### src/sv/lss_pkg.sv
// Shared types and constants for the linear system solver.
// Used by the front end, the command queue, the divider, the solve engine and the top level.
package lss_pkg;

  localparam int MAX_UNKNOWNS  = 16;
  localparam int FRACTION_BITS = 16;
  localparam int DATA_W        = 32;
  localparam int SIZE_W        = 5;
  localparam int OUT_IDX_W     = 4;
  localparam int N_W           = $clog2(MAX_UNKNOWNS + 1);
  localparam int IDX_W         = $clog2(MAX_UNKNOWNS);
  localparam int ROW_STRIDE    = MAX_UNKNOWNS + 1;
  localparam int MAT_DEPTH     = MAX_UNKNOWNS * ROW_STRIDE;
  localparam int ADDR_W        = $clog2(MAT_DEPTH);
  localparam int CMDQ_DEPTH    = 4;
  localparam int CMDQ_PTR_W    = $clog2(CMDQ_DEPTH);
  localparam int RESQ_DEPTH    = MAX_UNKNOWNS;
  localparam int RESQ_PTR_W    = $clog2(RESQ_DEPTH);

  // One classified matrix entry on its way to the solve engine.
  typedef struct packed {
    logic [ADDR_W-1:0]        addr;
    logic signed [DATA_W-1:0] value;
    logic                     last;
  } cmd_t;

  // One solution component on its way out.
  typedef struct packed {
    logic [OUT_IDX_W-1:0]     idx;
    logic signed [DATA_W-1:0] value;
    logic                     singular;
    logic                     last;
  } res_t;

  function automatic logic [ADDR_W-1:0] mat_addr(logic [IDX_W-1:0] row, logic [N_W-1:0] col);
    return ADDR_W'(row * ROW_STRIDE) + ADDR_W'(col);
  endfunction

endpackage

### src/sv/lss_front.sv
// Front end: holds the size register, counts loaded entries and tags each
// entry with its matrix address and an end-of-matrix mark. Uses lss_pkg.
module lss_front (
  input  logic                             clk_i,
  input  logic                             rst_ni,
  input  logic                             cfg_valid_i,
  output logic                             cfg_ready_o,
  input  logic [lss_pkg::SIZE_W-1:0]       size_in_use_i,
  input  logic                             push_i,
  input  logic signed [lss_pkg::DATA_W-1:0] entry_value_i,
  input  logic                             q_full_i,
  output logic                             q_push_o,
  output lss_pkg::cmd_t                    q_cmd_o,
  output logic [lss_pkg::N_W-1:0]          n_o
);

  logic [lss_pkg::SIZE_W-1:0] size_q, size_d;
  logic [lss_pkg::IDX_W-1:0]  row_q, row_d;
  logic [lss_pkg::N_W-1:0]    col_q, col_d;
  logic [lss_pkg::N_W-1:0]    n;
  logic                       accept, last;

  always_comb begin
    if (size_q == '0) begin
      n = lss_pkg::N_W'(1);
    end else if (int'(size_q) > lss_pkg::MAX_UNKNOWNS) begin
      n = lss_pkg::N_W'(lss_pkg::MAX_UNKNOWNS);
    end else begin
      n = lss_pkg::N_W'(size_q);
    end
  end

  assign cfg_ready_o = 1'b1;
  assign accept      = push_i && !q_full_i;
  assign last        = (lss_pkg::N_W'(row_q) == n - lss_pkg::N_W'(1)) && (col_q == n);

  always_comb begin
    size_d = size_q;
    row_d  = row_q;
    col_d  = col_q;
    if (cfg_valid_i) begin
      size_d = size_in_use_i;
      row_d  = '0;
      col_d  = '0;
    end else if (accept) begin
      if (last) begin
        row_d = '0;
        col_d = '0;
      end else if (col_q == n) begin
        row_d = row_q + lss_pkg::IDX_W'(1);
        col_d = '0;
      end else begin
        col_d = col_q + lss_pkg::N_W'(1);
      end
    end
  end

  always_ff @(posedge clk_i or negedge rst_ni) begin
    if (!rst_ni) begin
      size_q <= lss_pkg::SIZE_W'(lss_pkg::MAX_UNKNOWNS);
      row_q  <= '0;
      col_q  <= '0;
    end else begin
      size_q <= size_d;
      row_q  <= row_d;
      col_q  <= col_d;
    end
  end

  assign q_push_o      = accept;
  assign q_cmd_o.addr  = lss_pkg::mat_addr(row_q, col_q);
  assign q_cmd_o.value = entry_value_i;
  assign q_cmd_o.last  = last;
  assign n_o           = n;

endmodule

### config.mk
export PLATFORM = sky130hd
export DESIGN_NAME = lss_front
export DESIGN_NICKNAME = d
export VERILOG_FILES = /design/src/sv/lss_pkg.sv /design/src/sv/lss_front.sv
export SDC_FILE = /design/constraint.sdc
export NUM_CORES = 1
export LEC_CHECK = 0
export CORE_ASPECT_RATIO = 1.75
export CORE_MARGIN = 1
export CORE_UTILIZATION = 55
export CTS_CLUSTER_SIZE = 25
export DETAILED_ROUTE_END_ITERATION = 10
export DONT_BUFFER_PORTS = 1
export GPL_TIMING_DRIVEN = 0
export PLACE_DENSITY = 0.73
export SYNTH_ARGS = -nofsm -noshare
export SYNTH_HDL_FRONTEND = slang
export SYNTH_SLANG_ARGS = --single-unit
export TNS_END_PERCENT = 1
### constraint.sdc
create_clock -name clk_i -period 2.6 [get_ports clk_i]
set_clock_uncertainty 0.05 [all_clocks]
set_input_delay 0.13 -clock clk_i [delete_from_list [all_inputs] [get_ports clk_i]]
set_output_delay 0.13 -clock clk_i [all_outputs]
set_load 0.01 [all_outputs]
==> results.cfg <==
[pwr]
power_frac_comb = 0.444
p_sw_mw = 0.330
finalPower_mw = 0.873
clkPwrFrac = 0.212
leakage_nw = 0.769
p_int_mw = 0.543
power_per_cell_area_nw_per_um2 = 526
vdd_drop_max_uv = 448
netSwitchingFraction = 0.378
sequentialPowerShare = 0.344

[final_layout]
fillCellCount = 225
multi_input_area_um2 = 807
regArea_um2 = 354
fin_util = 0.674
diodes = 0
area_growth_syn_to_layout_pct = 17.4
fin_area_um2 = 1660
drive_above_1_share = 0.379
finalNetCount = 231

[status]
outcome = finished with violations
violations = setup timing

[routing]
via_count = 1160
drt_iter0_markers = 28
wl_per_cell_um = 15.4
drtAntennaViolNets = 0
drc = 0
first_pass_iters = 4
routed_wirelength_um = 3080
routed_via_density = 5.80

[yosys]
ys_types = 39
synth_top_cell_by_area = dfrtp_1
ys_seq_area_frac = 0.249
netlist_area_um2 = 1410
syn_nets = 212
yosys_warnings = 0
yosys_most_used_dff = dfrtp_1
syn_area_per_cell_um2 = 9.06
synth.area.top_cells = dfrtp_1, buf_4, ha_1
synth_edf_count = 0
synth-seq-cells = 14
synthArstFlopShare = 1.00
synth_cells = 156
synth_top_area_share = 0.230

[sta]
fin_ws_ns = -0.00749
min_period_ns = 2.61
slew_viol_final = 0
worst_slew_pin_slew_ns = 0.643
final_min_period_over_clock_period = 1.00
fmax_ghz = 0.384
setup_violations = 1
hold_viol = 0
relSlewSlack = 0.565
rsz0062_at_grt = true

[critical_path]
cp_max_fo = 3
cpMaxStageDelayCell = or4_4
cp_cell_sequence = or4_4 -> buf_4 -> and3_4 -> or4_4 -> nor3_1 -> buf_4
r2r.worst_path.cells = 9
worstSetupPathType = reg2out
cpPeakStageDelay_ns = 0.55
cp.required_ns = 2.42
cp-start-kind = flop
cp.arrival_ns = 2.43
critPathCaptureType = output port

[clock_network]
clock-sinks = 14
cts_inserted_buffers = 3
clk_pin_slew_ns = 0.06
h-tree-depth = 1
cts_tree = yes
cts_buffer_depth = 2
clk_latency_ns = 0.25
cts-root-buf = clkbuf_8

[hold_path]
hold_class = in2out
holdPathStages = 1

[grt]
grt_antenna_before_repair = 0
globalRouteTotalUtil = 0.231
grt_pass1_vias = 1149
overflow = 0
grt_pass1_wl_um = 4640
grt_max_degree = 15

[floorplanning]
dieArea_um2 = 2790
die_h_um = 69.1
die_w_um = 40.3
core_area_um2 = 2460
ios = 91
start_util = 0.574
rows = 24

[placement]
hpwl_um = 2310
gp_congestion = 0.838
io_buffer_count = 0
placed_cell_area_um2 = 1450

[run]
maxCapViolations = 0
layout make-up:
type,instances,area share
timing repair buffer,14,0.0723
tap,26,0.0196
buffer,37,0.161
clock buffer,4,0.0271
sequential,14,0.213
inverter,9,0.0203
multi-input combinational,96,0.486
synth_stat cells, types with 4 or more instances:
library cell  count
buf_4            34
dfrtp_1          13
ha_1             13
inv_1             9
xnor2_1           9
a21oi_1           6
nand2_1           6
nor3_1            6
o21ai_0           6
mux2_2            5
nor2b_1           5
nand2b_1          4
nand3_1           4
per-stage QoR:
stage / setup slack [ns] / hold slack (ns) / cells / setup TNS [ns]
detailed placement: -0.193 / -0.215 / 182 / -0.499
global placement: -0.124 / -0.215 / 182 / -0.353
global route: -0.0512 / 0.277 / 200 / -0.160
floorplan: 0.126 / -0.216 / 156 / 0
CTS: 0.00595 / 0.275 / 200 / 0
finish: -0.00749 / 0.274 / 200 / -0.00749
kinds of logic (layout without fill, tap and decap cells):
group           after synthesis  after routing  synth area share
buf+inv                      46             64             0.212
simple gates                 35             35             0.147
compound gates               28             28             0.139
fa+ha+maj                    14             14             0.129
flops                        14             14             0.249
xor+xnor                     12             12            0.0743
mux                           6              6            0.0469
other cells                   1              1           0.00265
sequential cells by signal, summed over array words and instances, names as in the netlist:
| signal | flops |
|---|---|
| col_q | 5 |
| size_q | 5 |
| row_q | 4 |
final timing paths:
kind                                        from               endpoint  slack [ns]
max                        size_q[3]$_DFFE_PN0P_             q_cmd_o[0]      -0.007
min                                     q_full_i               q_push_o        0.27
max reg2reg                size_q[3]$_DFFE_PN0P_   row_q[3]$_DFFE_PN0P_        0.05
min reg2reg                size_q[0]$_DFFE_PN0P_  size_q[0]$_DFFE_PN0P_        0.49
max in group asynchronous                 rst_ni   col_q[1]$_DFFE_PN0P_        1.76
min in group asynchronous                 rst_ni  size_q[1]$_DFFE_PN0P_        0.29
layer usage:
metal  routed length [um]  GRT usage  up-vias
li1                     -          -      546
met1                  992      0.222      547
met2                 1820      0.436       58
met3                  193     0.0161        9
met4                   70     0.0963        0
met5                    0          0        -
power groups by stage:
stage | Combinational, mW | Sequential [mW] | Clock, mW
after floorplan | 0.285 | 0.291 | 0
after global placement | 0.313 | 0.307 | 0
after detailed placement | 0.322 | 0.309 | 0
after CTS | 0.382 | 0.297 | 0.188
after global routing | 0.431 | 0.303 | 0.203
final | 0.387 | 0.300 | 0.185
cells in the final DEF, fill, tap and decap left out, drive strengths merged, types with 2 or more instances in the layout:
| master | count |
|---|---|
| buf | 42 |
| ha | 13 |
| dfrtp | 13 |
| inv | 9 |
| xnor2 | 9 |
| a21oi | 7 |
| clkbuf | 7 |
| nor3 | 6 |
| nand2 | 6 |
| dlygate4sd3 | 6 |
| o21ai | 6 |
| nor2b | 5 |
| mux2 | 5 |
| nand2b | 4 |
| nand3 | 4 |
| xor2 | 3 |
| o2111ai | 3 |
| or4 | 2 |
| a21o | 2 |
| nor2 | 2 |
| o221ai | 2 |
critical path, delay by kind of cell (launching register included):
family	cells	cell delay, ns
buffers and inverters	2	0.31
and+or+nand+nor	4	1.47
DFF	1	0.39
repair_timing:
item	4_1_cts	5_1_grt
buffers inserted	8	0
gates resized for setup	10	2
endpoints found under the hold margin	19	0
pin swaps	7	2
hold buffers	6	0
endpoints found under the setup margin	6	6
(Power assumes the default switching activity.)
