**src/sv/lss_pkg.sv**
```systemverilog
// Shared types and constants for the linear system solver.
// Used by the front end, the command queue, the divider, the solve engine and the top level.
package lss_pkg;

  localparam int MAX_UNKNOWNS  = 16;
  localparam int FRACTION_BITS = 16;
  localparam int DATA_W        = 32;
  localparam int SIZE_W        = 5;
  localparam int OUT_IDX_W     = 4;
  localparam int N_W           = $clog2(MAX_UNKNOWNS + 1);
  localparam int IDX_W         = $clog2(MAX_UNKNOWNS);
  localparam int ROW_STRIDE    = MAX_UNKNOWNS + 1;
  localparam int MAT_DEPTH     = MAX_UNKNOWNS * ROW_STRIDE;
  localparam int ADDR_W        = $clog2(MAT_DEPTH);
  localparam int CMDQ_DEPTH    = 4;
  localparam int CMDQ_PTR_W    = $clog2(CMDQ_DEPTH);
  localparam int RESQ_DEPTH    = MAX_UNKNOWNS;
  localparam int RESQ_PTR_W    = $clog2(RESQ_DEPTH);

  // One classified matrix entry on its way to the solve engine.
  typedef struct packed {
    logic [ADDR_W-1:0]        addr;
    logic signed [DATA_W-1:0] value;
    logic                     last;
  } cmd_t;

  // One solution component on its way out.
  typedef struct packed {
    logic [OUT_IDX_W-1:0]     idx;
    logic signed [DATA_W-1:0] value;
    logic                     singular;
    logic                     last;
  } res_t;

  function automatic logic [ADDR_W-1:0] mat_addr(logic [IDX_W-1:0] row, logic [N_W-1:0] col);
    return ADDR_W'(row * ROW_STRIDE) + ADDR_W'(col);
  endfunction

endpackage

```
**src/sv/lss_div.sv**
```systemverilog
// Fixed-point divider: (num << FRACTION_BITS) / den, truncated toward zero and
// saturated, one quotient bit per cycle. Uses lss_pkg.
module lss_div (
  input  logic                              clk_i,
  input  logic                              rst_ni,
  input  logic                              start_i,
  input  logic signed [lss_pkg::DATA_W-1:0] num_i,
  input  logic signed [lss_pkg::DATA_W-1:0] den_i,
  output logic                              done_o,
  output logic signed [lss_pkg::DATA_W-1:0] quo_o
);

  localparam int DVD_W = lss_pkg::DATA_W + lss_pkg::FRACTION_BITS;
  localparam int CNT_W = $clog2(DVD_W + 1);

  logic                         busy_q, fin_q, done_q, neg_q;
  logic [CNT_W-1:0]             cnt_q;
  logic [lss_pkg::DATA_W-1:0]   rem_q, den_q, num_mag, den_mag;
  logic [DVD_W-1:0]             dvd_q;
  logic [lss_pkg::DATA_W:0]     trial;
  logic                         fits, ovf;
  logic signed [lss_pkg::DATA_W-1:0] quo_q, res;

  assign num_mag = num_i[lss_pkg::DATA_W-1] ? lss_pkg::DATA_W'(-num_i) : num_i;
  assign den_mag = den_i[lss_pkg::DATA_W-1] ? lss_pkg::DATA_W'(-den_i) : den_i;
  assign trial   = {rem_q, dvd_q[DVD_W-1]};
  assign fits    = (trial >= {1'b0, den_q});

  always_comb begin
    if (neg_q) begin
      ovf = (dvd_q[DVD_W-1:lss_pkg::DATA_W] != '0) ||
            (dvd_q[lss_pkg::DATA_W-1] && (dvd_q[lss_pkg::DATA_W-2:0] != '0));
      res = ovf ? {1'b1, {(lss_pkg::DATA_W-1){1'b0}}}
                : lss_pkg::DATA_W'(-dvd_q[lss_pkg::DATA_W-1:0]);
    end else begin
      ovf = (dvd_q[DVD_W-1:lss_pkg::DATA_W-1] != '0);
      res = ovf ? {1'b0, {(lss_pkg::DATA_W-1){1'b1}}} : dvd_q[lss_pkg::DATA_W-1:0];
    end
  end

  always_ff @(posedge clk_i or negedge rst_ni) begin
    if (!rst_ni) begin
      busy_q <= 1'b0;
      fin_q  <= 1'b0;
      done_q <= 1'b0;
      cnt_q  <= '0;
    end else begin
      done_q <= fin_q;
      fin_q  <= 1'b0;
      if (start_i) begin
        busy_q <= 1'b1;
        cnt_q  <= '0;
      end else if (busy_q) begin
        cnt_q <= cnt_q + CNT_W'(1);
        if (cnt_q == CNT_W'(DVD_W - 1)) begin
          busy_q <= 1'b0;
          fin_q  <= 1'b1;
        end
      end
    end
  end

  always_ff @(posedge clk_i) begin
    if (start_i) begin
      rem_q <= '0;
      den_q <= den_mag;
      neg_q <= num_i[lss_pkg::DATA_W-1] ^ den_i[lss_pkg::DATA_W-1];
      dvd_q <= {num_mag, {lss_pkg::FRACTION_BITS{1'b0}}};
    end else if (busy_q) begin
      rem_q <= fits ? lss_pkg::DATA_W'(trial - {1'b0, den_q}) : trial[lss_pkg::DATA_W-1:0];
      dvd_q <= {dvd_q[DVD_W-2:0], fits};
    end
    if (fin_q) begin
      quo_q <= res;
    end
  end

  assign done_o = done_q;
  assign quo_o  = quo_q;

endmodule

```
**config.mk**
```make
export PLATFORM = sky130hd
export DESIGN_NAME = lss_div
export DESIGN_NICKNAME = d
export VERILOG_FILES = /design/src/sv/lss_pkg.sv /design/src/sv/lss_div.sv
export SDC_FILE = /design/constraint.sdc
export NUM_CORES = 1
export LEC_CHECK = 0
export BUFFER_PORTS_ARGS = -buffer_cell sky130_fd_sc_hd__buf_2
export CAP_MARGIN = 10
export CORE_AREA = 2 2 132 134
export CTS_CLUSTER_SIZE = 28
export DETAILED_ROUTE_END_ITERATION = 8
export DIE_AREA = 0 0 134 136
export HOLD_SLACK_MARGIN = 0.03
export PLACE_DENSITY = 0.8
export SYNTH_ARGS = -nofsm -noshare
export SYNTH_HDL_FRONTEND = slang
export SYNTH_SLANG_ARGS = --single-unit
```
**constraint.sdc**
```tcl
create_clock -name clk_i -period 3.8 [get_ports clk_i]
set_input_delay 0.95 -clock clk_i [delete_from_list [all_inputs] [get_ports clk_i]]
set_output_delay 0.95 -clock clk_i [all_outputs]
set_load 0.01 [all_outputs]
```
==> flow_summary.toml <==
[status]
outcome = "complete, no violations"

[global_route]
gr-total-overflow = 0
grt_pass1_vias = 7809
grt_busiest_layer = "met2"
antenna_found_initial = 0
met1_usage_pct = 33.38
met2_usage_pct = 41.71
grt.total_usage_pct = 25.75
grt_first_pass_wirelength_mm = 37.33
use_met3_pct = 4.623
grt_max_degree = 62

[final_layout]
fin_nets = 1279
multi_input_area_sq_um = 5351
regArea_sq_um = 4100
areaGrowthSynthToFinish_pct = 12.93
n_antenna_cell = 0
drive_gt1_share_pct = 15.15
nFillCells = 1390
fin_area_sq_um = 11230

[routing]
remaining_drc_errors = 0
drt_pass1_iterations = 6
wl_per_cell_um = 16.28
dr.first_iter.drc_count = 693
dr_total_vias = 8642
ant_nets = 0
via_per_inst = 6.116
totalWireLength_mm = 23.00

[synth]
synth_top_cells_by_area = "edfxtp_1, dfxtp_1, xnor2_1"
synthArstFlopShare_pct = 5.844
synth_edf_count = 97
synth_seq_cells = 154
synth_area_leader_cell = "edfxtp_1"
yosys_warnings = 0
yosys.area.top_type_share_pct = 29.28
postSynthAreaPerCell_sq_um = 9.085
syn-cell-area_sq_um = 9948
synth_nets = 1199
ys_seq_area_share_pct = 41.20
synth_commonest_cells = "nand2_1, edfxtp_1, nor2_1"
postSynthCellCount = 1095
synth_ff_type = "edfxtp_1"
synth.most_common_cell = "nand2_1"
ys_types = 72

[placement]
io_buffer_count = 99
place_area_sq_um = 10660
dp_hpwl_mm = 16.70
place.gp.congestion = 0.9449

[sta]
fmax_mhz = 291.1
worst_pin_slew_ps = 865.4
fin_crit_sh_pct = 90.39
timing.final.hold_violations = 0
slew_headroom_pct = 42.30
rsz0062_at_grt = "no"
slew_viol_final = 0
tns_ps = 0
finalWorstPathRequiredPeriod_ps = 3435
skew_ps = 9.421
setup_viol = 0

[floorplanning]
rows = 48
fp.dieH_um = 136
initial_core_util_pct = 58.95
core_area_sq_um = 16880
io_pins = 100
fp.dieW_um = 134
die-area_sq_um = 18220

[setup_path]
cpMostUsedCell = "inv_1"
crit_path_start = "dvd_q[0]$_SDFFE_PP0P_"
cp_num_cells = 10
reg2reg_from = "dvd_q[0]$_SDFFE_PP0P_"
cp-start-kind = "register"
r2r_end = "quo_o[15]$_DFFE_PP_"
critPathTopFamily = "simple AND/OR/NAND/NOR gates"
r2r_setup_slack_ps = 370
critPathRequiredTime_ps = 3960
slowest_stage = "o311ai_0"
crit_path_end_kind = "register"
rr_worst_depth = 10
cp_cell_sequence = "inv_1 > ha_1 > or3b_2 > nor4_2 > nand4_1 > nor3_2 > a21oi_1 > inv_1 > nand2_1 > o311ai_0"
cp_max_fo = 13
slowest_delay_ps = 640
critPathCapture = "quo_o[15]$_DFFE_PP_"
path_buf_inv = 2
critPathKind = "register to register"
cp_data_arrival_time_ps = 3590

[clock_network]
cts_resized = 0
clkLatencyLatePin_ps = 440
clock-sinks = 154
ctsLongestPathBuffers = 2
cts_root_buf = "clkbuf_16"
numCtsBuffers = 17
hold_buffers = 0
tritoncts = "built"
htreeDepth = 4
cts_setup_buffers = 0
clk_pin_slew_worst_paths_ps = 60

[power]
p_sw_uw = 1105
power_frac_comb_pct = 13.6
p_leak_uw = 0.004493
p_int_uw = 3063
max-vdd-ir-drop_mv = 0.3427
power_frac_clock_pct = 39.5
seqPwrFrac_pct = 46.9
sw_frac_of_total_pct = 26.51
p_per_area_nw_per_um2 = 371.0

[flow_run]
drv_cap = 0

[hold_path]
hold_class = "input port to asynchronous set/reset pin"
-- registers in the layout, summed over array words and instances, names as in the netlist, 6 cells and up --
| signal | count |
|---|---|
| dvd_q | 48 |
| cnt_q | 6 |
| quo_o | 32 |
| den_q | 32 |
| rem_q | 32 |
-- stage by stage --
| stage | total power, uW | cells | hold slack (ps) | util [%] | worst slack (ps) |
|---|---|---|---|---|---|
| CTS | 4181 | 1413 | 346.8 | 66.57 | 433.0 |
| finish | 4168 | 1413 | 351.5 | 66.57 | 365.3 |
| floorplan | 2365 | 1095 | 452.6 | - | 309.4 |
| detailed placement | 2546 | 1381 | 491.6 | 63.14 | 35.70 |
| global route | 4325 | 1413 | 352.1 | 66.57 | 86.53 |
| global placement | 2528 | 1381 | 485.3 | 63.14 | 76.40 |
-- cell usage in the layout, fill, tap and decap left out, types with 11 or more instances in the layout --
cell type  Yosys  routed
nand2_1      143     143
buf_2          0      98
edfxtp_1      97      97
nor2_1        95      95
xnor2_1       68      68
o21ai_0       68      68
inv_1         60      60
dfxtp_1       48      48
a21oi_1       42      42
ha_1          36      36
a22o_1        30      30
buf_4          1      25
o311ai_0      24      24
nor3_1        22      22
o31ai_1       21      21
mux2i_1       21      21
xor2_1        19      19
clkbuf_16      0      19
nand4_1       18      18
a311oi_1      18      18
nand3_1       15      15
o41ai_1       14      14
nor4_1        12      12
or3_1         11      11
or4_1         11      11
-- worst min path at each step --
| stage | from | endpoint |
|---|---|---|
| CTS | rst_ni | cnt_q[4]$_DFFE_PN0P_ |
| floorplan | rem_q[27]$_SDFFE_PP0P_ | rem_q[27]$_SDFFE_PP0P_ |
| detailed placement | rem_q[11]$_SDFFE_PP0P_ | rem_q[12]$_SDFFE_PP0P_ |
| global placement | rem_q[11]$_SDFFE_PP0P_ | rem_q[12]$_SDFFE_PP0P_ |
| finish | rst_ni | cnt_q[1]$_DFFE_PN0P_ |
| global route | rst_ni | cnt_q[3]$_DFFE_PN0P_ |
-- logic make-up after synthesis --
logic type / after synthesis / synth area share [%]
muxes: 22 / 2.226
buffers and inverters: 123 / 5.031
AOI/OAI and AO/OA: 286 / 20.22
adders and majority gates: 37 / 4.729
and+or+nand+nor: 386 / 18.93
xor gates and xnor gates: 87 / 7.659
DFF: 154 / 41.20
-- final cells by class --
cell class	instances	area share, %
tap	225	2.506
multi-input combinational	818	47.63
clock inverter	10	0.7239
clock buffer	22	4.421
sequential	154	36.50
inverter	60	2.005
timing repair buffer	124	6.215
-- per-layer routing --
layer | up-vias | share of wire (%)
met5 | - | 0
met4 | 0 | 3.1
met3 | 62 | 5.5
met2 | 307 | 48
met1 | 4055 | 44
li1 | 4218 | -
-- power groups by stage --
| stage | registers [uW] | logic, uW | clock network, uW |
|---|---|---|---|
| 2_1_floorplan | 1960 | 408 | 0 |
| 4_1_cts | 1950 | 561 | 1670 |
| 3_5_place_dp | 1990 | 557 | 0 |
| 5_1_grt | 1970 | 630 | 1730 |
| 3_3_place_gp | 1980 | 544 | 0 |
| 6_report | 1960 | 565 | 1650 |
(Power assumes the default switching activity.)
