$ cat config.mk
export PLATFORM = sky130hd
export DESIGN_NAME = lss_cmd_queue
export DESIGN_NICKNAME = d
export VERILOG_FILES = /design/src/sv/lss_pkg.sv /design/src/sv/lss_cmd_queue.sv
export SDC_FILE = /design/constraint.sdc
export NUM_CORES = 1
export LEC_CHECK = 0
export ABC_AREA = 1
export BUFFER_PORTS_ARGS = -buffer_cell sky130_fd_sc_hd__clkbuf_2
export CORE_ASPECT_RATIO = 0.75
export CORE_MARGIN = 2
export CORE_UTILIZATION = 56
export DETAILED_ROUTE_END_ITERATION = 10
export PLACE_DENSITY = 0.78
export SLEW_MARGIN = 20
export SYNTH_ARGS = -nofsm -noshare
export SYNTH_HDL_FRONTEND = slang
export SYNTH_SLANG_ARGS = --single-unit
$ cat constraint.sdc
create_clock -name clk_i -period 3.35 [get_ports clk_i]
set_input_delay 0.335 -clock clk_i [delete_from_list [all_inputs] [get_ports clk_i]]
set_output_delay 0.335 -clock clk_i [all_outputs]
set_load 0.02 [all_outputs]
$ cat src/sv/lss_pkg.sv
// Shared types and constants for the linear system solver.
// Used by the front end, the command queue, the divider, the solve engine and the top level.
package lss_pkg;

  localparam int MAX_UNKNOWNS  = 16;
  localparam int FRACTION_BITS = 16;
  localparam int DATA_W        = 32;
  localparam int SIZE_W        = 5;
  localparam int OUT_IDX_W     = 4;
  localparam int N_W           = $clog2(MAX_UNKNOWNS + 1);
  localparam int IDX_W         = $clog2(MAX_UNKNOWNS);
  localparam int ROW_STRIDE    = MAX_UNKNOWNS + 1;
  localparam int MAT_DEPTH     = MAX_UNKNOWNS * ROW_STRIDE;
  localparam int ADDR_W        = $clog2(MAT_DEPTH);
  localparam int CMDQ_DEPTH    = 4;
  localparam int CMDQ_PTR_W    = $clog2(CMDQ_DEPTH);
  localparam int RESQ_DEPTH    = MAX_UNKNOWNS;
  localparam int RESQ_PTR_W    = $clog2(RESQ_DEPTH);

  // One classified matrix entry on its way to the solve engine.
  typedef struct packed {
    logic [ADDR_W-1:0]        addr;
    logic signed [DATA_W-1:0] value;
    logic                     last;
  } cmd_t;

  // One solution component on its way out.
  typedef struct packed {
    logic [OUT_IDX_W-1:0]     idx;
    logic signed [DATA_W-1:0] value;
    logic                     singular;
    logic                     last;
  } res_t;

  function automatic logic [ADDR_W-1:0] mat_addr(logic [IDX_W-1:0] row, logic [N_W-1:0] col);
    return ADDR_W'(row * ROW_STRIDE) + ADDR_W'(col);
  endfunction

endpackage

$ cat src/sv/lss_cmd_queue.sv
// Short queue of tagged entries between the front end and the solve engine.
// Uses lss_pkg.
module lss_cmd_queue (
  input  logic          clk_i,
  input  logic          rst_ni,
  input  logic          push_i,
  input  lss_pkg::cmd_t data_i,
  output logic          full_o,
  input  logic          pop_i,
  output logic          valid_o,
  output lss_pkg::cmd_t data_o
);

  lss_pkg::cmd_t                    buf_q [lss_pkg::CMDQ_DEPTH];
  logic [lss_pkg::CMDQ_PTR_W-1:0]   wptr_q, wptr_d, rptr_q, rptr_d;
  logic [lss_pkg::CMDQ_PTR_W:0]     cnt_q, cnt_d;
  logic                             do_push, do_pop;

  assign full_o  = (cnt_q == (lss_pkg::CMDQ_PTR_W + 1)'(lss_pkg::CMDQ_DEPTH));
  assign valid_o = (cnt_q != '0);
  assign data_o  = buf_q[rptr_q];
  assign do_push = push_i && !full_o;
  assign do_pop  = pop_i && valid_o;

  always_comb begin
    wptr_d = do_push ? wptr_q + lss_pkg::CMDQ_PTR_W'(1) : wptr_q;
    rptr_d = do_pop  ? rptr_q + lss_pkg::CMDQ_PTR_W'(1) : rptr_q;
    cnt_d  = cnt_q + (lss_pkg::CMDQ_PTR_W + 1)'(do_push) - (lss_pkg::CMDQ_PTR_W + 1)'(do_pop);
  end

  always_ff @(posedge clk_i or negedge rst_ni) begin
    if (!rst_ni) begin
      wptr_q <= '0;
      rptr_q <= '0;
      cnt_q  <= '0;
    end else begin
      wptr_q <= wptr_d;
      rptr_q <= rptr_d;
      cnt_q  <= cnt_d;
    end
  end

  always_ff @(posedge clk_i) begin
    if (do_push) begin
      buf_q[wptr_q] <= data_i;
    end
  end

endmodule

==> results of run 1 <==
## per-layer routing
metal  track usage [%]  wire, um  vias up
li1                  -         -     2156
met1              26.0      5840     2065
met2              36.2      6610      129
met3              5.96       804       11
met4              5.65        97        0
met5                 0         0        -
## through the flow
step           cells  setup slack [ps]  utilization (%)  cell area [sq um]
2_1_floorplan    591               418                -               7070
3_3_place_gp     828              1200             62.7               7720
3_5_place_dp     828              1070             62.7               7720
4_1_cts          861               663             68.1               8380
5_1_grt          861               464             68.1               8380
6_report         861               668             68.1               8380
## registers in the layout, summed over array words and instances (netlist names)
signal,cells
buf_q,168
cnt_q,3
rptr_q,2
wptr_q,2
## cell families after synthesis
family / share of synthesized area (%)
AOI/OAI and AO/OA: 6.32
DFF: 73.8
and+or+nand+nor: 13.0
buffers and inverters: 5.47
adders and majority gates: 1.35
## power by group through the flow
stage / clock (W) / combinational, W / sequential [W]
floorplan: 0 / 0.00200 / 0.00304
global placement: 0 / 0.00265 / 0.00316
detailed placement: 0 / 0.00274 / 0.00318
CTS: 0.00214 / 0.00276 / 0.00314
global route: 0.00221 / 0.00304 / 0.00319
finish: 0.00211 / 0.00273 / 0.00314
## final timing paths
check / start / slack [ps] / cells after the start / end
setup / recovery: rptr_q[0] / 670 / 6 / data_o[39]
setup reg to reg: cnt_q[1] / 1040 / 10 / cnt_q[2]
max in group asynchronous: rst_ni / 2890 / 2 / rptr_q[0]
min in group asynchronous: rst_ni / 270 / 2 / cnt_q[1]
hold / removal: data_i[4] / 130 / 1 / buf_q[1][4]
hold reg to reg: rptr_q[1] / 510 / 2 / rptr_q[1]
## worst reg2reg max path, delay by kind of cell (launching register included)
family / cells / cell delay [ps]
adders and majority gates: 3 / 840
buffers and inverters: 2 / 120
DFF: 1 / 430
and+or+nand+nor: 5 / 820
## area by class of cell
cell class | count | area, sq um
clock buffers | 17 | 425
clock inverters | 15 | 219
fillers | 849 | 3930
inverters | 59 | 221
multi-input cells | 330 | 1490
flip-flops and latches | 175 | 5220
well taps | 166 | 208
repair buffers | 99 | 586
## cell usage in the layout, fill, tap and decap left out, drive strengths merged
cell / Yosys / layout
dfrtp: 7 / 7
nand2: 145 / 145
clkinvlp: 0 / 3
inv: 59 / 59
ha: 6 / 6
nand3: 5 / 5
o21ai: 84 / 84
clkbuf: 10 / 106
clkinv: 0 / 7
edfxtp: 168 / 168
nor2: 89 / 89
bufinv: 0 / 5
dlygate4sd3: 0 / 1
fa: 1 / 1
buf: 17 / 9
==> impl_metrics.py, run 1 <==
metrics = {
    "worst_setup_path": {
        "worstSetupStartpointType": "register",
        "path_delay_family": "flip-flops",
        "crit_path_end_kind": "output port",
        "path_common_cell": "nor2_1",
        "worst-setup-path-type": "register to output port",
        "worst_ep_arrival_time_ps": 2350,
        "cp_max_fo": 79,
        "cp.required_ps": 3010,
        "worstPathBufferInverterCount": 2,
        "max_stage_delay_ps": 950,
        "cp_cell_sequence": "buf_4 -> nor2_1 -> nor2_1 -> o21ai_0 -> nand2_1 -> clkbuf_2",
        "critPathSlowestCell": "dfrtp_4",
    },
    "synth": {
        "synth-async-reset-ratio_pct": 4.00,
        "postSynthNetCount": 644,
        "synth_edf_count": 168,
        "yosysUniqueCellTypes": 19,
        "yosysMostFrequentCell": "edfxtp_1",
        "synth_common_cells": "edfxtp_1 (168), nand2_1 (138), nor2_1 (89)",
        "yosysWarnings": 0,
        "yosysTopAreaCell": "edfxtp_1",
        "syn_area_sq_um": 7070,
        "syn_avg_cell_area_sq_um": 12.0,
        "synth.ff_latch_count": 175,
        "ys_seq_area_share_pct": 73.8,
        "ys.flop_type": "edfxtp_1",
        "yosysTopAreaCellShare_pct": 71.4,
        "netlist_instances": 591,
        "yosys-top-cells-area": "edfxtp_1 (71%), nand2_1 (7.3%), nor2_1 (4.7%)",
    },
    "floorplanning": {
        "core_area_sq_um": 12300,
        "rows": 35,
        "ioPinCount": 90,
        "die_w_um": 134,
        "dieArea_sq_um": 13500,
        "die_h_um": 101,
        "start_util_pct": 57.4,
    },
    "clock_tree": {
        "cts_tree": "built",
        "h-tree-depth": 4,
        "clockBufferDepth": 2,
        "cts_root_buffer": "clkbuf_16",
        "postCtsHoldBufs": 1,
        "postCtsSetupRepairBufs": 0,
        "clkTransAtPathRegs_ps": 70,
        "worstSkewPairLatency_ps": 420,
        "clkSinkCount": 175,
        "cts.repair.resized": 0,
        "cts_buffers": 17,
    },
    "job": {
        "cap_violations": 0,
    },
    "drt": {
        "drtIter0Drc": 345,
        "first_pass_iters": 5,
        "ant_nets": 0,
        "drt-total-wl_um": 13400,
        "drc": 0,
        "wl_per_cell_um": 15.5,
        "vias": 4361,
        "drt-vias-per-instance": 5.07,
    },
    "finish": {
        "syn2layout_area_growth_pct": 18.5,
        "drive_gt1_share_pct": 21.2,
        "insertedDiodeCount": 0,
        "finalNetCount": 735,
    },
    "timing": {
        "drv_slew": 0,
        "fin_hold_ws_ps": 128,
        "slew-limit-headroom_pct": 45.9,
        "hold_viol": 0,
        "setup_viol_count_final": 0,
        "finalCritPeriodShare_pct": 80.1,
        "fmax_ghz": 0.373,
        "clock_skew_ps": 9.66,
        "tns_ps": 0,
        "rsz0062_at_grt": "no",
        "worstMarginPinSlew_ps": 812,
        "fin_crit_ps": 2680,
    },
    "pwr": {
        "power_w": 0.00797,
        "power_frac_comb_pct": 34.2,
        "clock_power_share_pct": 26.4,
        "p_sw_w": 0.00293,
        "intPower_w": 0.00504,
        "switching_share_pct": 36.7,
        "seqPwrFrac_pct": 39.3,
        "pwr_density_cell_nw_per_um2": 952,
        "p_leak_nw": 3.43,
        "vdd_drop_max_mv": 0.596,
    },
    "grt": {
        "grtUsageTotal_pct": 20.8,
        "overflow": 0,
        "grt_pass1_wl_um": 21100,
        "grt_pass1_vias": 4405,
        "grt_max_degree": 80,
        "antenna_found_initial": 0,
    },
    "hold_path": {
        "min_path_type": "input pin to register",
    },
    "place": {
        "gp_congestion": 0.796,
        "place_hpwl_um": 7940,
        "port_buffers": 89,
    },
    "run_status": {
        "status": "finished clean",
    },
}
Note: power is estimated with default switching activity, not from simulation.
==> run 2: changes to the inputs <==
- clock period: 3.35 -> 2.8 ns (I/O delays scaled with it)
==> run 2 against run 1 <==
  * Register-to-register slack got worse by 540 ps
  * Sequential cell count is the same
  * Clock power grew 11%
  * Worst setup slack lost 270 ps
  * Count of clock-buffer cells in the layout is 1 higher
  * Utilization down 0.35 points
  * Cell count grew 0.12%
  * Wire length decreased by 1.9%
  * Via count down 0.23%
  * Design area down 0.51%
  * Critical path depth unchanged
  * Critical path type unchanged
  * Largest cell class unchanged
==> impl_metrics.py, run 2 (synthesis results as in run 1) <==
metrics = {
    "drt": {
        "drtIter0Drc": 368,
        "drc": 0,
        "ant_nets": 0,
        "drt-vias-per-instance": 5.05,
        "wl_per_cell_um": 15.2,
        "first_pass_iters": 5,
        "drt-total-wl_um": 13100,
        "vias": 4351,
    },
    "finish": {
        "drive_gt1_share_pct": 21.3,
        "finalNetCount": 736,
        "fill_cells": 876,
        "layout_common_cells": "edfxtp_1 (168), nand2_1 (138), clkbuf_2 (89)",
        "largest_reg_flops": 168,
        "final_common_cell": "edfxtp_1",
        "design_area_sq_um": 8330,
        "syn2layout_area_growth_pct": 17.9,
        "largest_register": "buf_q",
        "insertedDiodeCount": 0,
        "reg.largest.list": "buf_q (168), cnt_q (3)",
    },
    "pwr": {
        "pwr_density_cell_nw_per_um2": 1130,
        "vdd_drop_max_mv": 0.671,
        "power_w": 0.00939,
        "p_leak_nw": 3.41,
    },
    "worst_setup_path": {
        "worst_ep_arrival_time_ps": 2120,
        "worstPathBufferInverterCount": 2,
        "worstSetupStartpointType": "register",
        "max_stage_delay_ps": 640,
        "cp_cell_sequence": "buf_4 -> nor2_1 -> nor2_1 -> o21ai_0 -> nand2_1 -> clkbuf_2",
        "cp.required_ps": 2520,
        "r2r_slack_ps": 500,
        "path_common_cell": "nor2_1",
        "crit_start": "rptr_q[0]",
        "r2r-start": "cnt_q[1]",
        "cp_max_fo": 45,
        "critPathSlowestCell": "dfrtp_4",
        "crit_path_end_kind": "output port",
        "worst-setup-path-type": "register to output port",
        "path_delay_family": "flip-flops",
    },
    "timing": {
        "fin_crit_ps": 2400,
        "clock_skew_ps": 7.18,
        "rsz0062_at_grt": "no",
        "worstMarginPinSlew_ps": 602,
        "slew-limit-headroom_pct": 59.9,
        "fin_hold_ws_ps": 70.9,
        "hold_viol": 0,
        "setup_viol_count_final": 0,
        "fmax_ghz": 0.416,
        "drv_slew": 0,
        "finalCritPeriodShare_pct": 85.8,
    },
    "clock_tree": {
        "clockBufferDepth": 2,
        "cts_buffers": 17,
        "worstSkewPairLatency_ps": 420,
        "cts_root_buffer": "clkbuf_16",
        "clkTransAtPathRegs_ps": 70,
        "h-tree-depth": 4,
        "cts_tree": "built",
        "clkSinkCount": 175,
        "postCtsSetupRepairBufs": 0,
    },
    "floorplanning": {
        "die_h_um": 101,
        "start_util_pct": 57.4,
        "rows": 35,
        "die_w_um": 134,
        "core_area_sq_um": 12300,
        "dieArea_sq_um": 13500,
        "ioPinCount": 90,
    },
    "grt": {
        "overflow": 0,
        "grt_max_degree": 56,
        "grt_pass1_wl_um": 21100,
        "antenna_found_initial": 0,
        "grt_pass1_vias": 4357,
        "grtUsageTotal_pct": 20.7,
    },
    "place": {
        "place_hpwl_um": 7690,
        "port_buffers": 89,
        "dpl_cell_area_sq_um": 7730,
        "gp_congestion": 0.690,
    },
    "hold_path": {
        "worstHoldStart": "data_i[26]",
        "min_path_type": "input pin to register",
    },
    "run_status": {
        "status": "finished clean",
    },
    "job": {
        "cap_violations": 0,
    },
}
## run 2: cell types whose count changed in the layout (fill, tap and decap cells not counted), sizes merged
cell    delta
clkinv     -1
clkbuf     +1
bufinv     -2
inv        +2
buf        +1
## run 2: worst paths after layout
check | end | cells past startpoint
min reg2reg | rptr_q[1] | 2
max in group asynchronous | rptr_q[0] | 2
max reg2reg | cnt_q[2] | 10
min | buf_q[3][26] | 1
max | data_o[19] | 6
min in group asynchronous | cnt_q[2] | 2
## run 2: routing by layer
layer / track usage [%] / share of wire [%] / routed length [um]
met1: 26.3 / 44 / 5730
met2: 35.0 / 48 / 6350
met3: 5.56 / 6.7 / 876
met4: 7.61 / 1.1 / 138
met5: 0 / 0 / 0
## run 2: area by class of cell
cell class	instances	area [sq um]	share of cell area, %
flip-flops and latches	175	5220	62.7
multi-input cells	330	1490	17.9
repair buffers	100	593	7.12
clock buffers	18	429	5.15
inverters	59	221	2.66
well taps	166	208	2.49
clock inverters	14	165	1.98
## run 2: power by group
group | internal, W | switching, W
Sequential | 0.00345 | 0.000203
Clock | 0.00140 | 0.000953
Combinational | 0.00101 | 0.00236
## run 2: stage by stage
step	utilization, %	worst slack (ps)	setup TNS, ps	instances
2_1_floorplan	-	-132	-22190	591
3_3_place_gp	62.8	641	0	829
3_5_place_dp	62.8	526	0	829
4_1_cts	67.7	366	0	862
5_1_grt	67.7	224	0	862
6_report	67.7	397	0	862
## run 2: repair_timing
item | in CTS | in global routing
hold buffers | 1 | 0
gates resized for setup | 0 | 0
endpoints found under the hold margin | 7 | 0
==> run 3: changes to the inputs <==
- CORE_MARGIN: 2 -> 3
==> run 3 against run 2 <==
  * First-iteration DRC count increased by 17%
  * Critical path depth unchanged
  * Utilization increased by 2.2 points
  * Cell count decreased by 0.23%
  * Combinational power about the same
  * Critical path type unchanged
==> impl_metrics.py, run 3 (synthesis results as in run 1) <==
metrics = {
    "worst_setup_path": {
        "cp_max_fo": 44,
        "r2r_slack_ps": 540,
        "r2r-end": "cnt_q[2]",
        "r2r-start": "cnt_q[1]",
        "worst-setup-path-type": "register to output port",
        "cp.required_ps": 2520,
        "crit_start": "rptr_q[1]",
        "crit_path_end_kind": "output port",
        "rr_worst_depth": 10,
        "worst_ep_arrival_time_ps": 1990,
        "worstSetupStartpointType": "register",
    },
    "place": {
        "dpl_cell_area_sq_um": 7710,
        "gp_congestion": 0.738,
        "port_buffers": 89,
        "place_hpwl_um": 8130,
    },
    "finish": {
        "final_common_cell": "edfxtp_1",
        "largest_register": "buf_q",
        "syn2layout_area_growth_pct": 18.2,
        "finalNetCount": 738,
        "largest_reg_flops": 168,
        "design_area_sq_um": 8350,
        "insertedDiodeCount": 0,
        "fill_cells": 821,
        "reg.largest.list": "buf_q (168), cnt_q (3)",
        "drive_gt1_share_pct": 21.8,
        "layout_common_cells": "edfxtp_1 (168), nand2_1 (138), clkbuf_2 (89)",
    },
    "floorplanning": {
        "rows": 34,
        "ioPinCount": 90,
        "die_h_um": 103,
        "die_w_um": 136,
        "core_area_sq_um": 12000,
        "start_util_pct": 59.1,
        "dieArea_sq_um": 14000,
    },
    "timing": {
        "hold_viol": 0,
        "rsz0062_at_grt": "no",
        "fmax_ghz": 0.441,
        "slew-limit-headroom_pct": 57.5,
        "finalCritPeriodShare_pct": 81.0,
        "clock_skew_ps": 7.03,
        "worstMarginPinSlew_ps": 637,
        "fin_crit_ps": 2270,
        "fin_hold_ws_ps": 72.7,
        "drv_slew": 0,
        "setup_viol_count_final": 0,
    },
    "pwr": {
        "seqPwrFrac_pct": 38.4,
        "power_w": 0.00953,
        "p_sw_w": 0.00355,
        "pwr_density_cell_nw_per_um2": 1140,
        "power_frac_comb_pct": 35.4,
        "vdd_drop_max_mv": 0.653,
        "clock_power_share_pct": 26.2,
        "switching_share_pct": 37.3,
        "intPower_w": 0.00597,
        "p_leak_nw": 3.43,
    },
    "drt": {
        "first_pass_iters": 5,
        "vias": 4400,
        "ant_nets": 0,
        "drt-vias-per-instance": 5.12,
        "drt-total-wl_um": 13400,
        "wl_per_cell_um": 15.6,
        "drtIter0Drc": 429,
        "drc": 0,
    },
    "grt": {
        "grtUsageTotal_pct": 20.3,
        "overflow": 0,
        "grt_max_degree": 58,
        "grt_pass1_vias": 4323,
        "antenna_found_initial": 0,
        "grt_pass1_wl_um": 21500,
    },
    "run_status": {
        "status": "finished clean",
    },
    "hold_path": {
        "min_to": "buf_q[2][5]",
        "worstHoldStart": "data_i[5]",
        "min_path_type": "input pin to register",
        "holdPathStages": 1,
    },
    "clock_tree": {
        "cts_root_buffer": "clkbuf_16",
        "worstSkewPairLatency_ps": 420,
        "clockBufferDepth": 2,
        "postCtsSetupRepairBufs": 0,
        "cts_buffers": 17,
        "clkSinkCount": 175,
        "h-tree-depth": 4,
        "clkTransAtPathRegs_ps": 70,
        "cts_tree": "built",
    },
    "job": {
        "cap_violations": 0,
    },
}
run 3: changes by cell type in the layout (fill, tap and decap cells not counted), sizes merged:
cell	delta
inv	+3
clkinv	-3
buf	+2
clkbuf	-1
bufinv	+1
run 3: area by class of cell:
type	count	area [sq um]	area share [%]
inverters	59	221	2.65
multi-input cells	330	1490	17.9
clock buffers	17	425	5.09
clock inverters	15	204	2.44
flip-flops and latches	175	5220	62.5
repair buffers	102	583	6.98
well taps	162	203	2.43
run 3: power by group through the flow:
stage | sequential (W) | combinational, W | clock [W]
2_1_floorplan | 0.00364 | 0.00239 | 0
3_3_place_gp | 0.00369 | 0.00330 | 0
3_5_place_dp | 0.00371 | 0.00339 | 0
4_1_cts | 0.00366 | 0.00342 | 0.00251
5_1_grt | 0.00371 | 0.00376 | 0.00262
6_report | 0.00366 | 0.00338 | 0.00249
run 3: metrics by stage:
stage | setup TNS, ps | utilization, % | cells | setup WS (ps)
after global placement | 0 | 64.5 | 827 | 629
final | 0 | 69.9 | 860 | 532
after floorplan | -22190 | - | 591 | -132
after detailed placement | 0 | 64.5 | 827 | 539
after global routing | 0 | 69.9 | 860 | 351
after CTS | 0 | 69.9 | 860 | 495
run 3: how the worst max path moves through the flow:
stage                        to  cells past startpoint
floorplan           buf_q[0][0]                      4
global placement       cnt_q[2]                     10
detailed placement     cnt_q[2]                     10
CTS                   data_o[1]                      6
global route         data_o[20]                      6
finish                data_o[1]                      6
run 3: repair_timing:
action,in CTS,in global routing
endpoints found under the hold margin,7,0
hold buffers,1,0
gates resized for setup,0,0
run 3: per-layer routing:
metal	routed length (um)	GRT usage, %	vias up
met4	125	6.43	0
met1	5820	26.4	2078
li1	-	-	2163
met5	0	0	-
met2	6620	34.9	145
met3	867	4.50	14
run 3: worst max-delay path, cell delays in order, from the launching register on:
cell	delay, ps
dfrtp_1	390
inv_2	440
buf_12	300
nor2_1	80
o21ai_0	90
nand2_1	100
clkbuf_2	160
